**src/design/zlp_pkg.sv**
```systemverilog
package zlp_pkg;

   localparam int DEF_MAX_FEATURES = 256;
   localparam int DEF_MAX_OUTPUTS  = 8;
   localparam int DEF_FRAC_BITS    = 16;

   // At most this many result items follow one vector.
   localparam int RESULT_LIMIT = 8;

   localparam int DATA_W = 32;
   localparam int ACC_W  = 64;

   localparam logic [1:0] CMD_FEAT_STATS = 2'd0;
   localparam logic [1:0] CMD_COEF       = 2'd1;
   localparam logic [1:0] CMD_OUT_STATS  = 2'd2;
   localparam logic [1:0] CMD_SAMPLE     = 2'd3;

   localparam logic [1:0] REG_MODE         = 2'd0;
   localparam logic [1:0] REG_FEATURES_USE = 2'd1;
   localparam logic [1:0] REG_OUTPUTS_USE  = 2'd2;

   localparam logic MODE_REGRESSION = 1'b0;

   typedef struct packed {
      logic signed [ACC_W-1:0]  acc;
      logic signed [DATA_W-1:0] omean;
      logic signed [DATA_W-1:0] odev;
   } cell_data_type;

endpackage

```
**src/design/zlp_divider.sv**
```systemverilog
module zlp_divider #(
   parameter int FRAC_BITS = zlp_pkg::DEF_FRAC_BITS
) (
   input  logic                             clock,
   input  logic                             reset,
   input  logic                             start,
   input  logic signed [32+FRAC_BITS:0]     numer,
   input  logic signed [31:0]               denom,
   output logic                             done,
   output logic signed [31:0]               quot,
   output logic                             sat
);

   localparam int NUM_W = 33 + FRAC_BITS;
   localparam int CNT_W = $clog2(NUM_W + 1);

   logic             busy_ff;
   logic [CNT_W-1:0] cnt_ff;
   logic [NUM_W-1:0] q_ff;
   logic [31:0]      rem_ff;
   logic [31:0]      den_ff;
   logic             neg_ff;
   logic [32:0]      trial;
   logic             take;

   assign trial = {rem_ff, q_ff[NUM_W-1]};
   assign take  = trial >= {1'b0, den_ff};

   always_ff @(posedge clock) begin
      if (reset) begin
         busy_ff <= 1'b0;
         cnt_ff  <= '0;
      end else if (start) begin
         busy_ff <= 1'b1;
         cnt_ff  <= '0;
      end else if (busy_ff) begin
         if (cnt_ff == CNT_W'(NUM_W)) begin
            busy_ff <= 1'b0;
         end else begin
            cnt_ff <= cnt_ff + 1'b1;
         end
      end
   end

   // Restoring division on magnitudes, one quotient bit per cycle.
   always_ff @(posedge clock) begin
      if (start) begin
         q_ff   <= numer[NUM_W-1] ? NUM_W'(-numer) : NUM_W'(numer);
         den_ff <= denom[31] ? 32'(-denom) : 32'(denom);
         rem_ff <= '0;
         neg_ff <= numer[NUM_W-1] ^ denom[31];
      end else if (busy_ff && cnt_ff != CNT_W'(NUM_W)) begin
         rem_ff <= take ? 32'(trial - {1'b0, den_ff}) : trial[31:0];
         q_ff   <= {q_ff[NUM_W-2:0], take};
      end
   end

   assign done = busy_ff && cnt_ff == CNT_W'(NUM_W);

   always_comb begin
      sat  = 1'b0;
      quot = '0;
      if (neg_ff) begin
         if (q_ff > NUM_W'(33'h080000000)) begin
            sat  = 1'b1;
            quot = 32'sh80000000;
         end else begin
            quot = 32'(-q_ff);
         end
      end else begin
         if (q_ff > NUM_W'(33'h07FFFFFFF)) begin
            sat  = 1'b1;
            quot = 32'sh7FFFFFFF;
         end else begin
            quot = 32'(q_ff);
         end
      end
   end

endmodule

```
**config.mk**
```make
export PLATFORM = sky130hd
export DESIGN_NAME = zlp_divider
export DESIGN_NICKNAME = d
export VERILOG_FILES = /design/src/design/zlp_pkg.sv /design/src/design/zlp_divider.sv
export SDC_FILE = /design/constraint.sdc
export NUM_CORES = 1
export LEC_CHECK = 0
export BUFFER_PORTS_ARGS = -buffer_cell sky130_fd_sc_hd__buf_2
export CAP_MARGIN = 0
export CORE_UTILIZATION = 50
export CTS_CLUSTER_DIAMETER = 30
export CTS_CLUSTER_SIZE = 40
export DETAILED_ROUTE_END_ITERATION = 16
export HOLD_SLACK_MARGIN = 0.12
export PLACE_DENSITY_LB_ADDON = 0.15
export SLEW_MARGIN = 20
export SYNTH_ARGS = -nofsm -noshare
export SYNTH_HDL_FRONTEND = slang
export SYNTH_SLANG_ARGS = --single-unit
```
**constraint.sdc**
```tcl
create_clock -name clock -period 9.4 [get_ports clock]
set_clock_uncertainty 0.2 [all_clocks]
set_input_delay 1.88 -clock clock [delete_from_list [all_inputs] [get_ports clock]]
set_output_delay 1.88 -clock clock [all_outputs]
set_load 0.01 [all_outputs]
```
## After elaboration in Yosys (flattened, before gate mapping)

Cells that the tools add are included.

- Input bits: 84
- Register bits: 121
- Word-level logic and storage cells: 38

- Add/subtract/negate cells: 5
- Order comparisons: 3
- Muxes and demuxes: 14
- Reduce and logical (&&, ||, !) cells: 5
- Bitwise gates (word level): 2
- Eq/ne operators: 2

Operator list:

| kind | count |
|---|---|
| $mux 49 | 3 |
| $mux 32 | 4 |
| $neg 32->32 | 2 |
| $gt 49x31->1 const B | 1 |
| $gt 49x32->1 const B | 1 |
| $neg 49->49 | 1 |
| $ge 33x32->1 | 1 |
| $sub 32x32->32 | 1 |
| $mux 31 | 1 |
| $add 6x1->6 const B | 1 |
| $eq 6x6->1 const B | 1 |
| $mux 1 | 6 |
| $ne 6x6->1 const B | 1 |
| $logic_and 1x1->1 | 2 |
| $reduce_and 2->1 | 1 |
| $reduce_bool 2->1 | 1 |
| $reduce_or 2->1 | 1 |
| $not 1->1 | 1 |
| $xor 1x1->1 | 1 |

## Depth between registers and ports, before layout

- Depth in word-level cells: 4
- Depth in mapped cells: 13
- Depth with buffers taken out: 11

## Worst setup path after synthesis

Ideal clock, no wire load.

- Path kind: flip-flop to output port
- Start point: reg q_ff[0]
- End point: out quot[12]
- Cell stages (with the launch flop): 11
- Arrival time: 3.374 ns
- Required time: 7.320 ns
- Setup slack: 3.946 ns
- Path through: edfxtp_1 > inv_1 > ha_1 > or3b_2 > or3_1 > buf_2 > or4b_4 > o31ai_4 > nand3_4 > buf_6 > o311ai_1

- Longest elaborated chain between the ends: 3
- Elaborated cells on any way between the ends: 6
- Classes of those cells: add/sub: 1; order compare: 2; mux: 3

Ends and longest elaborated chain:

| element | RTL line | text |
|---|---|---|
| start: declaration | zlp_divider.sv:19 | `logic [NUM_W-1:0] q_ff;` |
| start signal: assignment | zlp_divider.sv:48 | `q_ff <= numer[NUM_W-1] ? NUM_W'(-numer) : NUM_W'(numer);` |
| start signal: assignment | zlp_divider.sv:54 | `q_ff <= {q_ff[NUM_W-2:0], take};` |
| $gt 49x31->1 (tied with other cells) | zlp_divider.sv:71 | `if (q_ff > NUM_W'(33'h07FFFFFFF)) begin` |
| $mux 32, on equally long branches | zlp_divider.sv:71, zlp_divider.sv:64 |  |
| $mux 32 * | zlp_divider.sv:63 | `if (neg_ff) begin` |
| end: declaration | zlp_divider.sv:10 | `output logic signed [31:0] quot,` |

Mark *: on every way between the ends. The rest lies on a longest branch, timed or not.

## Worst setup path after layout

- Start point: reg q_ff[0]
- End point: out quot[11]

Same word-level chain as after synthesis.

==> flow_summary_export.csv <==
group,metric,value,unit
critical_path,path_class,"reg2out",
sta,tightest_slew,1.02,ns
die,die_y,139,um
routing,drc,0,
routing,wire_per_inst,16.4,um
yosys,yosysWarnings,0,
place,portBuffers,117,
critical_path,worstPathRequired,7.32,ns
power,p_switching,0.000554,W
finish,ff_latch_area,3240,um2
sta,hold_slack,0.301,ns
die,core_region_area,18200,um2
power,p_int,0.00122,W
finish,area_growth,13.4,%
critical_path,cpMaxStageDelayCell,"or4b_4",
critical_path,critPathCaptureType,"output port",
run_status,status,"complete, no violations",
die,rows,49,
yosys,yosysSeqAreaShare,34.4,%
grt,grt_pass1_vias,7718,
die,initial_core_util,51.8,%
clock_network,cts_buffers,17,
finish,fillers,1670,
power,p_per_area,166,nW/um2
finish,fin_nets,1323,
critical_path,cp-start-kind,"flop",
routing,drtPass1Iterations,5,
sta,period_needed,6.48,ns
place,dp_hpwl,17400,um
critical_path,r2r-start,"den_ff[6]",
yosys,syn_inst,1119,
critical_path,arrival,4.40,ns
clock_network,cts-root-buf,"clkbuf_16",
yosys,synth_seq_cells,121,
worst_hold_path,min_path_type,"reg2reg",
critical_path,cp.depth,10,
clock_network,clkSlewWorstSetupHoldPaths,0.06,ns
clock_network,cts_setup_buffers,0,
yosys,syn_area_per_cell,8.43,um2
critical_path,critPathBufInv,2,
sta,setup_viol,0,
yosys,ys_async_sr_fraction,0,%
finish,multi_input_area,5680,um2
routing,via_per_inst,6.00,
clock_network,holdBufCountCts,0,
place,gp_congestion,0.873,
yosys,syn-num-nets,1242,
clock_network,htreeDepth,4,
die,die_area,19400,um2
job,cap_violations,0,
critical_path,cp_cell_sequence,"inv_1, ha_1, or3b_2, or3_1, or4b_4, o31ai_4, nand3_4, or3b_1, nand3_1, buf_2",
sta,relSlewSlack,31.8,%
sta,period_share,69.0,%
clock_network,post_cts_resized,0,
grt,track_usage,24.7,%
routing,routed-via-count,8659,
critical_path,crit_fanout,28,
grt,grt_max_degree,67,
routing,antenna_left,0,
clock_network,clock_path_buffers,2,
die,ios,118,
power,total_power,0.00178,W
grt,antenna_found_initial,0,
power,ir_drop,0.120,mV
critical_path,r2r_end,"rem_ff[2]",
finish,fin_cells,1442,
power,switching_share,31.2,%
yosys,synth_flop_cell,"edfxtp_1",
finish,drive_gt1_share,14.6,%
critical_path,cpPeakStageDelay,0.61,ns
sta,fmax,154,MHz
finish,diodes,0,
critical_path,cp-startpoint,"q_ff[0]",
clock_network,cts_num_sinks,121,
critical_path,endpoint,"quot[11]",
critical_path,rr_worst_depth,11,
sta,slew_violations,0,
place,dp_cells,1410,
critical_path,path_delay_family,"simple AND/OR/NAND/NOR gates",
grt,grt_pass1_wl,38700,um
yosys,syn_area,9430,um2
clock_network,clkLatencyLatePin,0.42,ns
clock_network,cts_tree,"yes",
routing,drtIter0Drc,630,
yosys,synth_edf_count,82,
die,fp.dieW,139,um
routing,drt-total-wl,23700,um
power,seqPwrFrac,38.8,%
sta,rsz0062_at_grt,"no",
power,combPwrFrac,24.0,%
power,total_leakage_power,4.11,nW
power,power.share.clock,37.3,%
critical_path,r2r_slack,5.25,ns
sta,finalHoldViolCount,0,
yosys,synth_cell_type_count,72,
sta,setup_tns,0,ns
grt,grt_overflow,0,
-- cell type report --
cell class	instances	area share (%)
multi-input cells	870	53.1
flip-flops and latches	121	30.3
repair buffers	122	5.85
clock buffers	17	3.98
well taps	229	2.68
inverters	68	2.39
clock inverters	15	1.63
-- worst min path at each step --
stage	endpoint	from	cells past startpoint	slack, ns
floorplan	cnt_ff[5]	cnt_ff[5]	2	0.26
global route	rem_ff[14]	rem_ff[13]	2	0.32
CTS	cnt_ff[5]	cnt_ff[5]	2	0.30
detailed placement	cnt_ff[5]	cnt_ff[5]	2	0.29
global placement	cnt_ff[5]	cnt_ff[5]	2	0.27
finish	cnt_ff[5]	cnt_ff[5]	2	0.30
-- kinds of logic after synthesis --
| kind of cell | after synthesis | share of synthesized area (%) |
|---|---|---|
| simple gates | 384 | 20.2 |
| compound gates | 326 | 23.2 |
| buf+inv | 128 | 5.41 |
| mux | 20 | 2.16 |
| fa+ha+maj | 39 | 5.26 |
| flops | 121 | 34.4 |
| xor+xnor | 101 | 9.38 |
-- synthesized netlist by cell type (4+ instances only) --
library cell | number | area, um2
nand2b_1 | 6 | 37.5
a211oi_1 | 23 | 173
or4_1 | 16 | 120
xor2_1 | 60 | 526
clkbuf_1 | 47 | 176
o311ai_2 | 4 | 65.1
o211ai_1 | 7 | 52.6
nand4_1 | 24 | 150
nor2_1 | 118 | 443
a31oi_1 | 5 | 31.3
a21o_1 | 8 | 60.1
nand2_1 | 89 | 334
buf_1 | 4 | 15.0
o311ai_0 | 7 | 61.3
a21oi_1 | 85 | 425
xnor2_1 | 41 | 359
or3_1 | 29 | 181
nor2b_1 | 5 | 31.3
ha_1 | 38 | 475
o21a_1 | 10 | 75.1
or2_2 | 6 | 37.5
nor4_1 | 16 | 100
o21ai_0 | 74 | 370
buf_2 | 6 | 30.0
nor3_1 | 31 | 155
edfxtp_1 | 82 | 2460
nand3b_1 | 6 | 45.0
dfxtp_1 | 39 | 781
inv_1 | 68 | 255
and3_1 | 4 | 25.0
nand3_1 | 18 | 90.1
mux2i_1 | 17 | 170
a311oi_1 | 6 | 52.6
o31ai_1 | 29 | 218
o41ai_1 | 10 | 87.6
o311ai_1 | 16 | 140
o22ai_1 | 5 | 31.3
-- cell usage in the layout (no fill, tap or decap), types with 7 or more instances in the layout --
master,count
a211oi_1,23
a21o_1,8
a21oi_1,84
buf_2,116
clkbuf_16,17
dfxtp_1,39
edfxtp_1,82
ha_1,38
inv_1,67
mux2i_1,17
nand2_1,89
nand3_1,18
nand4_1,24
nor2_1,118
nor3_1,31
nor4_1,16
o211ai_1,7
o21a_1,10
o21ai_0,74
o311ai_0,7
o311ai_1,16
o31ai_1,29
o41ai_1,10
or3_1,29
or4_1,16
xnor2_1,41
xor2_1,60
-- per-stage QoR --
step / util, % / worst slack [ns] / area (um2)
after floorplan: - / 3.95 / 9430
after global placement: 55.4 / 3.50 / 10100
after detailed placement: 55.4 / 3.38 / 10100
after CTS: 58.7 / 2.93 / 10700
after global routing: 58.7 / 2.75 / 10700
final: 58.7 / 2.92 / 10700
-- tightest hold or removal path, stage by stage (launching register included) --
cell     delay, ns
dfxtp_1       0.32
o21ai_0       0.07
a21oi_1       0.06
-- state kept, by name, indices dropped and copies added (netlist names) --
register / count
cnt_ff: 6
den_ff: 32
rem_ff: 32
q_ff: 49
neg_ff: 1
busy_ff: 1
-- per-layer routing --
layer	wire, um	up-vias	GRT usage (%)
li1	-	4333	-
met1	11800	4026	36.1
met2	10300	269	37.7
met3	1230	31	3.99
met4	342	0	6.49
met5	0	-	0
-- power by group through the flow --
stage	Combinational, W	Sequential, W	Clock (W)
floorplan	0.000315	0.000672	0
global placement	0.000417	0.000695	0
detailed placement	0.000421	0.000697	0
CTS	0.000425	0.000686	0.000671
global route	0.000476	0.000696	0.000696
finish	0.000426	0.000689	0.000663
No activity file was read; power rests on OpenSTA's default activity.
