$ cat src/design/zlp_pkg.sv
package zlp_pkg;

   localparam int DEF_MAX_FEATURES = 256;
   localparam int DEF_MAX_OUTPUTS  = 8;
   localparam int DEF_FRAC_BITS    = 16;

   // At most this many result items follow one vector.
   localparam int RESULT_LIMIT = 8;

   localparam int DATA_W = 32;
   localparam int ACC_W  = 64;

   localparam logic [1:0] CMD_FEAT_STATS = 2'd0;
   localparam logic [1:0] CMD_COEF       = 2'd1;
   localparam logic [1:0] CMD_OUT_STATS  = 2'd2;
   localparam logic [1:0] CMD_SAMPLE     = 2'd3;

   localparam logic [1:0] REG_MODE         = 2'd0;
   localparam logic [1:0] REG_FEATURES_USE = 2'd1;
   localparam logic [1:0] REG_OUTPUTS_USE  = 2'd2;

   localparam logic MODE_REGRESSION = 1'b0;

   typedef struct packed {
      logic signed [ACC_W-1:0]  acc;
      logic signed [DATA_W-1:0] omean;
      logic signed [DATA_W-1:0] odev;
   } cell_data_type;

endpackage

$ cat src/design/zlp_cell.sv
module zlp_cell (
   input  logic                      clock,
   input  logic                      reset,
   input  logic                      shift_en,
   input  zlp_pkg::cell_data_type    data_in,
   input  logic                      stat_we,
   input  logic signed [31:0]        stat_mean,
   input  logic signed [31:0]        stat_dev,
   output zlp_pkg::cell_data_type    data_out
);

   logic signed [zlp_pkg::ACC_W-1:0]  acc_ff;
   logic signed [zlp_pkg::DATA_W-1:0] omean_ff;
   logic signed [zlp_pkg::DATA_W-1:0] odev_ff;

   always_ff @(posedge clock) begin
      if (reset) begin
         acc_ff <= '0;
      end else if (shift_en) begin
         acc_ff <= data_in.acc;
      end
   end

   always_ff @(posedge clock) begin
      if (shift_en) begin
         omean_ff <= data_in.omean;
         odev_ff  <= data_in.odev;
      end else if (stat_we) begin
         omean_ff <= stat_mean;
         odev_ff  <= stat_dev;
      end
   end

   assign data_out.acc   = acc_ff;
   assign data_out.omean = omean_ff;
   assign data_out.odev  = odev_ff;

endmodule

$ cat config.mk
export PLATFORM = sky130hd
export DESIGN_NAME = zlp_cell
export DESIGN_NICKNAME = d
export VERILOG_FILES = /design/src/design/zlp_pkg.sv /design/src/design/zlp_cell.sv
export SDC_FILE = /design/constraint.sdc
export NUM_CORES = 1
export LEC_CHECK = 0
export BUFFER_PORTS_ARGS = -buffer_cell sky130_fd_sc_hd__buf_2
export CORE_ASPECT_RATIO = 1.2
export CORE_MARGIN = 2
export CORE_UTILIZATION = 25
export CTS_BUF_LIST = sky130_fd_sc_hd__clkbuf_8
export CTS_CLUSTER_SIZE = 24
export DETAILED_ROUTE_END_ITERATION = 10
export GPL_ROUTABILITY_DRIVEN = 0
export PLACE_DENSITY = 0.51
export SLEW_MARGIN = 20
export SYNTH_ARGS = -nofsm -noshare
export SYNTH_HDL_FRONTEND = slang
export SYNTH_SLANG_ARGS = --single-unit
$ cat constraint.sdc
create_clock -name clock -period 1.65 [get_ports clock]
set_input_delay 0.165 -clock clock [delete_from_list [all_inputs] [get_ports clock]]
set_output_delay 0.165 -clock clock [all_outputs]
set_load 0.005 [all_outputs]
# ---- Word level (Yosys, flattened, before mapping)
# Cells that the tools add are included.
dict set report totals {
  wordCells 8
  output_inout_bits 128
  in_bits 196
  register_bits 128
}
dict set report classes {
  n_reduce_logical 1
  n_mux 4
}
# cell count
set op_table {}
lappend op_table {{32-bit two-way mux} 4}
lappend op_table {{2-bit nonzero test} 1}

# ---- Longest topological paths before layout
# Gate-level depths: netlist of run 1.
dict set report logic_depth {
  depth_word 2
  mapped_depth 4
  mapped_depth_nobuf 2
}

# ---- Worst setup path after synthesis of run 1
# Ideal clock, no wire load.
dict set report synth_timing {
  path_type {input-to-reg}
  startpoint {input port shift_en}
  endpoint {register odev_ff[0] in the netlist's numbering, enable pin}
  slack_ns -0.074
  t_arrival_ns 1.330
  n_path_buf 2
  required_ns 1.256
  setup_ns 0.394
  cell_stages 3
  cell_sequence {buf_4 -> buf_6 -> or2_2}
}
dict set report synth_between {
  elab_chain_len 1
}
# element line_no
set synth_lines {}
lappend synth_lines {{from (decl)} zlp_cell.sv:4} ;# input logic shift_en,
lappend synth_lines {{2-bit nonzero test (no line)} -}
lappend synth_lines {{to (signal assigned)} zlp_cell.sv:27} ;# odev_ff <= data_in.odev;
lappend synth_lines {{to (signal assigned)} zlp_cell.sv:30} ;# odev_ff <= stat_dev;
lappend synth_lines {{to (decl)} zlp_cell.sv:14} ;# logic signed [zlp_pkg::DATA_W-1:0] odev_ff;
# Every way passes these cells.
# A chain may end at the register's enable or synchronous reset.

# ---- Worst setup path in the final report of run 1
dict set report layout_timing {
  startpoint {input port data_in[53] in the netlist's numbering}
  endpoint {register omean_ff[21] in the netlist's numbering, data pin}
}
dict set report layout_between {
  elab_chain_len 1
}
# element line_no
set layout_lines {}
lappend layout_lines {{from (decl)} zlp_cell.sv:5} ;# input zlp_pkg::cell_data_type data_in,
lappend layout_lines {{32-bit two-way mux} zlp_cell.sv:25} ;# if (shift_en) begin
lappend layout_lines {{to (signal assigned)} zlp_cell.sv:26} ;# omean_ff <= data_in.omean;
lappend layout_lines {{to (signal assigned)} zlp_cell.sv:29} ;# omean_ff <= stat_mean;
lappend layout_lines {{to (decl)} zlp_cell.sv:13} ;# logic signed [zlp_pkg::DATA_W-1:0] omean_ff;
# Every way passes these cells.

==> flow_metrics.tcl, run 1 <==
set metrics [dict create \
    outcome "completed" \
    areaGrowthSynthToFinish_pct 75.3 \
    syn_area_um2 4970 \
    min_path_type "in -> reg" \
    start_util_pct 25.4 \
    p_leak_nw 4.13 \
    grt_pass1_wl_um 23200 \
    final-seq-area_um2 3200 \
    clk-insertion-delay-late_ps 430 \
    grt_pass1_vias 4801 \
    power_density_nw_per_um2 885 \
    vdd.ir_drop.worst_v 0.000365 \
    syn_inst 342 \
    synthTopCellsByArea "edfxtp_1 (39%), dfxtp_1 (26%), mux2_2 (15%)" \
    hpwlAfterDp_um 11000 \
    hold_viol 0 \
    finalInstanceArea_um2 8710 \
    path_cells "dlygate4sd3_1 > buf_2 > mux2_2 > dlygate4sd3_1" \
    fp.dieW_um 133 \
    antenna-diode-count 0 \
    slowest_delay_ps 560 \
    path_common_cell "dlygate4sd3_1" \
    clock_path_buffers 2 \
    total_power_mw 7.70 \
    synth-seq-area-share_pct 64.5 \
    slew_headroom_pct 77.4 \
    finalCritPeriodShare_pct 88.8 \
    max-cap-violations 0 \
    finalNetCount 1011 \
    tightest_slew_ps 339 \
    synth.distinct_cells 11 \
    period_minus_slack_ps 1470 \
    core_um2 19500 \
    synth_fp_nets 538 \
    firstDrtPassIters 4 \
    final_cell_mix "buf_2 (322), dlygate4sd3_1 (140)" \
    avgSynthCellArea_um2 14.5 \
    synth_top_area_cell "edfxtp_1" \
    ctsResizeCount 0 \
    fmax_mhz 683 \
    numClockSinks 128 \
    portBuffers 323 \
    drv_slew 0 \
    synth_top_area_share_pct 38.7 \
    wire_per_inst_um 14.3 \
    crit_required_ps 1830 \
    setup_viol 0 \
    cp_top_family "buffers and inverters" \
    critPathLaunchType "primary input" \
    avgViaCountPerCell 4.07 \
    multiInputGateArea_um2 1610 \
    end_kind "flop" \
    drc 0 \
    cts_tree "built" \
    drive_above_1_share_pct 52.2 \
    cp_data_arrival_time_ps 1650 \
    critPathBufInv 3 \
    grt_setup_unrepaired "false" \
    wl_um 15600 \
    ys_ff_latch 128 \
    path_class "in -> reg" \
    dpl_cell_area_um2 6920 \
    die_h_um 158 \
    grtUsageTotal_pct 14.3 \
    fill_cells 1847 \
    ioPinCount 324 \
    critPathSlowestCell "dlygate4sd3_1" \
    cts_buffers 17 \
    design.die.area_um2 21000 \
    vias 4437 \
    finClkSkew_ps 0 \
    overflow 0 \
    ant_nets 0 \
    cts.htree.levels 4 \
    grt_max_degree 35 \
    setup_tns_ps 0 \
    antenna_found_initial 2 \
    yosysWarnings 0 \
    num_rows 56 \
    drtIter0Drc 106 \
    crit_path_max_fanout 1 \
    path_clk_slew_ps 80 \
    layout_commonest_cell "buf_2" \
    cts-root-buf "clkbuf_8" \
]
[metal layers]
metal	GRT usage [%]	part of all wire (%)	vias to the layer above
met2	27.8	54	201
met5	0	0.17	-
met1	13.7	36	2050
met3	5.09	8.3	19
met4	5.79	1.5	4
li1	-	-	2163
[cells by family (layout without fill, tap and decap cells)]
kind of cell / count (synthesis) / after routing / share of synthesized area, %
muxes: 128 / 128 / 27.4
DFF: 128 / 128 / 64.5
and+or+nand+nor: 65 / 65 / 4.96
buffers and inverters: 21 / 507 / 3.15
[through the flow]
stage,cells,utilization (%),hold WS [ps],setup slack [ps]
after global placement,917,35.4,399,425
final,1089,44.5,48.7,185
after detailed placement,917,35.4,407,402
after CTS,1089,44.5,0.635,259
after floorplan,342,-,312,239
after global routing,1089,44.5,6.66,198
[power breakdown]
group / total [mW] / switching (mW) / internal, mW
clock network: 2.69 / 1.33 / 1.36
registers: 3.72 / 0.0892 / 3.63
logic: 1.30 / 0.493 / 0.806
[flip-flops by register name, summed over array words and instances (netlist names)]
register / flops
acc_ff: 64
omean_ff: 32
odev_ff: 32
[path summary, 6_finish.rpt]
path | from | to | slack (ps) | cells past startpoint
max | data_in[53] | omean_ff[21] | 180 | 4
min | stat_mean[22] | omean_ff[22] | 50 | 2
max reg2reg | acc_ff[14] | acc_ff[14] | 990 | 2
min reg2reg | acc_ff[8] | acc_ff[8] | 490 | 2
[area by class of cell]
cell class | instances | area share, %
tap | 261 | 3.75
timing repair buffer | 475 | 36.5
clock buffer | 17 | 2.69
multi-input combinational | 193 | 18.5
sequential | 128 | 36.8
clock inverter | 15 | 1.81
[cell usage after synthesis, drive strengths merged]
| cell type | count |
|---|---|
| edfxtp | 64 |
| or2 | 1 |
| dfxtp | 64 |
| clkbuf | 1 |
| nor2 | 64 |
| mux2 | 64 |
| buf | 20 |
| mux2i | 64 |
[what timing repair did]
action                                 4_1_cts  5_1_grt
hold buffers                               140        0
endpoints found under the hold margin      109        0
buffers inserted                             0        0
(Power assumes the default switching activity.)
==> inputs of run 2 (changes only) <==
--- a/config.mk
+++ b/config.mk
@@ -5,15 +5,15 @@
 export SDC_FILE = /design/constraint.sdc
 export NUM_CORES = 1
 export LEC_CHECK = 0
-export BUFFER_PORTS_ARGS = -buffer_cell sky130_fd_sc_hd__buf_2
 export CORE_ASPECT_RATIO = 1.2
 export CORE_MARGIN = 2
 export CORE_UTILIZATION = 25
 export CTS_BUF_LIST = sky130_fd_sc_hd__clkbuf_8
 export CTS_CLUSTER_SIZE = 24
 export DETAILED_ROUTE_END_ITERATION = 10
+export DONT_BUFFER_PORTS = 1
 export GPL_ROUTABILITY_DRIVEN = 0
-export PLACE_DENSITY = 0.51
+export PLACE_DENSITY = 0.37
 export SLEW_MARGIN = 20
 export SYNTH_ARGS = -nofsm -noshare
 export SYNTH_HDL_FRONTEND = slang
==> run 2 against run 1 <==
Against the previous run:
- the run now fails in clock tree synthesis (4_1_cts)
- synthesized area is the same
- synthesized cell count is the same
==> flow_metrics.tcl, run 2 <==
set metrics [dict create \
    cts_buffers 17 \
    synth_fp_nets 538 \
    hpwlAfterDp_um 8550 \
    ys_async_sr_fraction_pct 0 \
    die_h_um 158 \
    start_util_pct 25.4 \
    fp.dieW_um 133 \
    clock_path_buffers 2 \
    synthTopCellsByArea "edfxtp_1 (39%), dfxtp_1 (26%), mux2_2 (15%)" \
    lastStage "clock tree synthesis (4_1_cts)" \
    cts-root-buf "clkbuf_8" \
    cts_setup_buffers 0 \
    synth_xor_area_share_pct 0 \
    syn_inst 342 \
    ioPinCount 324 \
    synth_compound_area_share_pct 0 \
    numClockSinks 128 \
    synthFlopType "edfxtp_1" \
    synth_edf_count 64 \
    portBuffers 0 \
    cts.htree.levels 4 \
    syn_area_um2 4970 \
    synth.distinct_cells 11 \
    cts_hold_buf 124 \
    synth_top_area_share_pct 38.7 \
    num_rows 56 \
    synth-seq-area-share_pct 64.5 \
    yosys.area_share.simple_pct 4.96 \
    muxShareOfSynthArea_pct 27.4 \
    yosysWarnings 0 \
    ys_ff_latch 128 \
    error "[ERROR RSZ-0060] Max buffer count reached." \
    outcome "stopped before the end" \
    synth_top_family_by_area "multiplexers" \
    synth_top_area_cell "edfxtp_1" \
    avgSynthCellArea_um2 14.5 \
    synth_common_cells "dfxtp_1 (64), edfxtp_1 (64), mux2_2 (64), mux2i_1 (64), nor2_1 (64)" \
    post_synth_fa_ha_maj_area_fraction_pct 0 \
    ctsResizeCount 0 \
]
==> run 2: cell counts after synthesis <==
No cell type changed its count.
==> run 2: metrics by stage <==
| step | cells | hold slack (ps) | util, % | instance area, um2 | worst slack (ps) |
|---|---|---|---|---|---|
| after global placement | 586 | 242 | 26.6 | 5190 | 539 |
| after floorplan | 342 | 312 | - | 4970 | 239 |
| after detailed placement | 586 | 245 | 26.6 | 5190 | 521 |
==> run 2: cell families after synthesis <==
group | count (synthesis)
buf+inv | 21
flops | 128
mux | 128
simple gates | 65
==> inputs of run 3 (changes only) <==
==> config.mk (replaced) <==
export PLATFORM = sky130hd
export DESIGN_NAME = zlp_cell
export DESIGN_NICKNAME = d
export VERILOG_FILES = /design/src/design/zlp_pkg.sv /design/src/design/zlp_cell.sv
export SDC_FILE = /design/constraint.sdc
export NUM_CORES = 1
export LEC_CHECK = 0
export CORE_MARGIN = 2
export CORE_UTILIZATION = 20
export DETAILED_ROUTE_END_ITERATION = 10
export DONT_BUFFER_PORTS = 1
export GPL_ROUTABILITY_DRIVEN = 0
export PLACE_DENSITY_LB_ADDON = 0.15
export SLEW_MARGIN = 20
export SYNTH_ARGS = -nofsm -noshare
export SYNTH_HDL_FRONTEND = slang
export SYNTH_SLANG_ARGS = --single-unit
==> constraint.sdc (replaced) <==
create_clock -name clock -period 2.15 [get_ports clock]
set_input_delay 0.215 -clock clock [delete_from_list [all_inputs] [get_ports clock]]
set_output_delay 0.215 -clock clock [all_outputs]
set_load 0.005 [all_outputs]
==> run 3 against run 2 <==
Against the previous run:
- the flow now finishes without violations
==> flow_metrics.tcl, run 3 (synthesis gave the netlist of run 1 again) <==
set metrics [dict create \
    outcome "completed" \
    vdd.ir_drop.worst_v 0.000299 \
    clk-insertion-delay-late_ps 400 \
    cts_buffers 17 \
    drv_slew 0 \
    wire_per_inst_um 16.0 \
    end_kind "flop" \
    slew_headroom_pct 46.5 \
    design.die.area_um2 26100 \
    crit_path_max_fanout 1 \
    cts_tree "built" \
    fin_util_pct 28.0 \
    hpwlAfterDp_um 8020 \
    cts_hold_buf 93 \
    critPathSlowestCell "dlygate4sd3_1" \
    grt_pass1_vias 3292 \
    finalCritPeriodShare_pct 57.7 \
    portBuffers 0 \
    firstDrtPassIters 2 \
    path_clk_slew_ps 60 \
    cts-root-buf "clkbuf_16" \
    power.share.sequential_pct 45.4 \
    cts_setup_buffers 0 \
    setup_viol 0 \
    p_leak_nw 2.62 \
    drtIter0Drc 130 \
    vias 3031 \
    cp_data_arrival_time_ps 1530 \
    grt_max_degree 130 \
    die_h_um 162 \
    antenna-diode-count 0 \
    overflow 0 \
    use_met1_pct 9.27 \
    power_switching_mw 1.38 \
    fill_cells 2478 \
    finClkSkew_ps 0 \
    fp.dieW_um 162 \
    grtUsageTotal_pct 9.16 \
    period_minus_slack_ps 1240 \
    drc 0 \
    finalNetCount 630 \
    numClockSinks 128 \
    clock_path_buffers 2 \
    fmax_mhz 806 \
    path_cells "dlygate4sd3_1 > mux2i_1 > dlygate4sd3_1 > nor2_1" \
    largest_reg_flops 64 \
    grt_pass1_wl_um 17900 \
    largestRegisters "acc_ff (64), odev_ff (32), omean_ff (32)" \
    hold_viol 0 \
    avgViaCountPerCell 3.93 \
    cts.htree.levels 4 \
    layout_commonest_cell "dlygate4sd3_1" \
    grt-busiest-layer "met2" \
    crit_required_ps 2440 \
    slowest_delay_ps 580 \
    areaGrowthSynthToFinish_pct 37.2 \
    ioPinCount 324 \
    switching_share_pct 21.3 \
    clkPwrFrac_pct 47.9 \
    power_density_nw_per_um2 949 \
    start_util_pct 20.4 \
    grt_setup_unrepaired "false" \
    grtUsageMet3_pct 3.47 \
    combPwrFrac_pct 6.7 \
    num_rows 57 \
    min_path_type "in -> reg" \
    p_int_mw 5.09 \
    path_common_cell "dlygate4sd3_1" \
    drive_above_1_share_pct 22.1 \
    antenna_found_initial 0 \
    max-cap-violations 0 \
    tightest_slew_ps 802 \
    wl_um 12300 \
    grtUsageMet2_pct 16.3 \
    critPathLaunchType "primary input" \
    ctsResizeCount 0 \
    setup_tns_ps 0 \
    core_um2 24300 \
    path_class "in -> reg" \
    regMostFlops "acc_ff" \
    ant_nets 0 \
]
[run 3: worst max-delay path: cells and delay by family]
kind | cells | cell delay (ps)
and+or+nand+nor | 1 | 40
buffers and inverters | 2 | 1130
muxes | 1 | 150
[run 3: layer usage]
layer / share of wire (%) / wire length (um)
met1: 37 / 4550
met2: 53 / 6530
met3: 8.0 / 982
met4: 2.2 / 272
met5: 0 / 0
[run 3: final timing paths]
kind	startpoint	end	depth (start not counted)	slack, ps
max	data_in[71]	acc_ff[7]	4	910
min	stat_mean[27]	omean_ff[27]	1	20
max reg2reg	acc_ff[7]	acc_ff[7]	3	930
min reg2reg	acc_ff[63]	acc_ff[63]	2	530
[run 3: final cells by class]
class / instances / area (um2) / area share [%]
clock inverter: 11 / 149 / 2.18
clock buffer: 21 / 494 / 7.25
tap: 324 / 405 / 5.95
timing repair buffer: 94 / 956 / 14.0
multi-input combinational: 193 / 1610 / 23.6
sequential: 128 / 3200 / 47.0
[run 3: per-stage QoR]
step | total power, mW | instances | instance area (um2) | hold WS (ps) | setup slack, ps
after CTS | 6.60 | 771 | 6820 | 0.559 | 972
after global routing | 6.77 | 771 | 6820 | 1.18 | 878
after detailed placement | 3.25 | 646 | 5220 | 297 | 744
after floorplan | 3.23 | 342 | 4970 | 362 | 376
after global placement | 3.25 | 646 | 5220 | 293 | 754
final | 6.47 | 771 | 6820 | 20.1 | 910
[run 3: power groups by stage]
stage	clock network (mW)	registers, mW	logic [mW]
after CTS	3.23	2.95	0.432
after floorplan	0	2.94	0.292
final	3.10	2.94	0.431
after global placement	0	3.01	0.244
after detailed placement	0	3.00	0.256
after global routing	3.34	2.96	0.472
==> inputs of run 4 (changes only) <==
==> constraint.sdc (replaced) <==
create_clock -name clock -period 1.2 [get_ports clock]
set_input_delay 0.12 -clock clock [delete_from_list [all_inputs] [get_ports clock]]
set_output_delay 0.12 -clock clock [all_outputs]
set_load 0.005 [all_outputs]
==> run 4 against run 3 <==
Against the previous run:
- the flow now stops in clock tree synthesis (4_1_cts)
- synthesized area unchanged
- synthesized cell count did not move
==> flow_metrics.tcl, run 4 <==
set metrics [dict create \
    cts-root-buf "clkbuf_16" \
    synthFlopType "edfxtp_1" \
    fp.dieW_um 162 \
    synth_top_area_share_pct 38.7 \
    cts_setup_buffers 0 \
    pre_cts_slack_ps 275 \
    dpl_cell_area_um2 5270 \
    hpwlAfterDp_um 8740 \
    clock_path_buffers 2 \
    ioPinCount 324 \
    lastStage "clock tree synthesis (4_1_cts)" \
    cts.htree.levels 4 \
    start_util_pct 20.4 \
    synthTopCellsByArea "edfxtp_1 (39%), dfxtp_1 (26%), mux2_2 (15%)" \
    synth_edf_count 64 \
    yosysWarnings 0 \
    portBuffers 0 \
    outcome "stopped before the end" \
    synth-seq-area-share_pct 64.5 \
    synth_fp_nets 538 \
    synth.distinct_cells 11 \
    die_h_um 162 \
    synth_common_cells "dfxtp_1 (64), edfxtp_1 (64), mux2_2 (64), mux2i_1 (64), nor2_1 (64)" \
    ys_ff_latch 128 \
    synth_top_area_cell "edfxtp_1" \
    numClockSinks 128 \
    ys_async_sr_fraction_pct 0 \
    avgSynthCellArea_um2 14.5 \
    syn_area_um2 4970 \
    ctsResizeCount 0 \
    num_rows 57 \
    cts_hold_buf 137 \
    error "[ERROR RSZ-0060] Max buffer count reached." \
    cts_buffers 17 \
    syn_inst 342 \
]
-- run 4: cell counts after synthesis --
No cell type changed its count.
-- run 4: through the flow --
| stage | hold WS, ps | util (%) | setup TNS, ps | cells |
|---|---|---|---|---|
| 2_1_floorplan | 267 | - | -5500 | 342 |
| 3_3_place_gp | 198 | 21.7 | 0 | 649 |
| 3_5_place_dp | 200 | 21.7 | 0 | 649 |
-- run 4: logic make-up after synthesis --
kind of cell / count (synthesis) / share of synthesized area, %
and+or+nand+nor: 65 / 4.96
buffers and inverters: 21 / 3.15
DFF: 128 / 64.5
muxes: 128 / 27.4
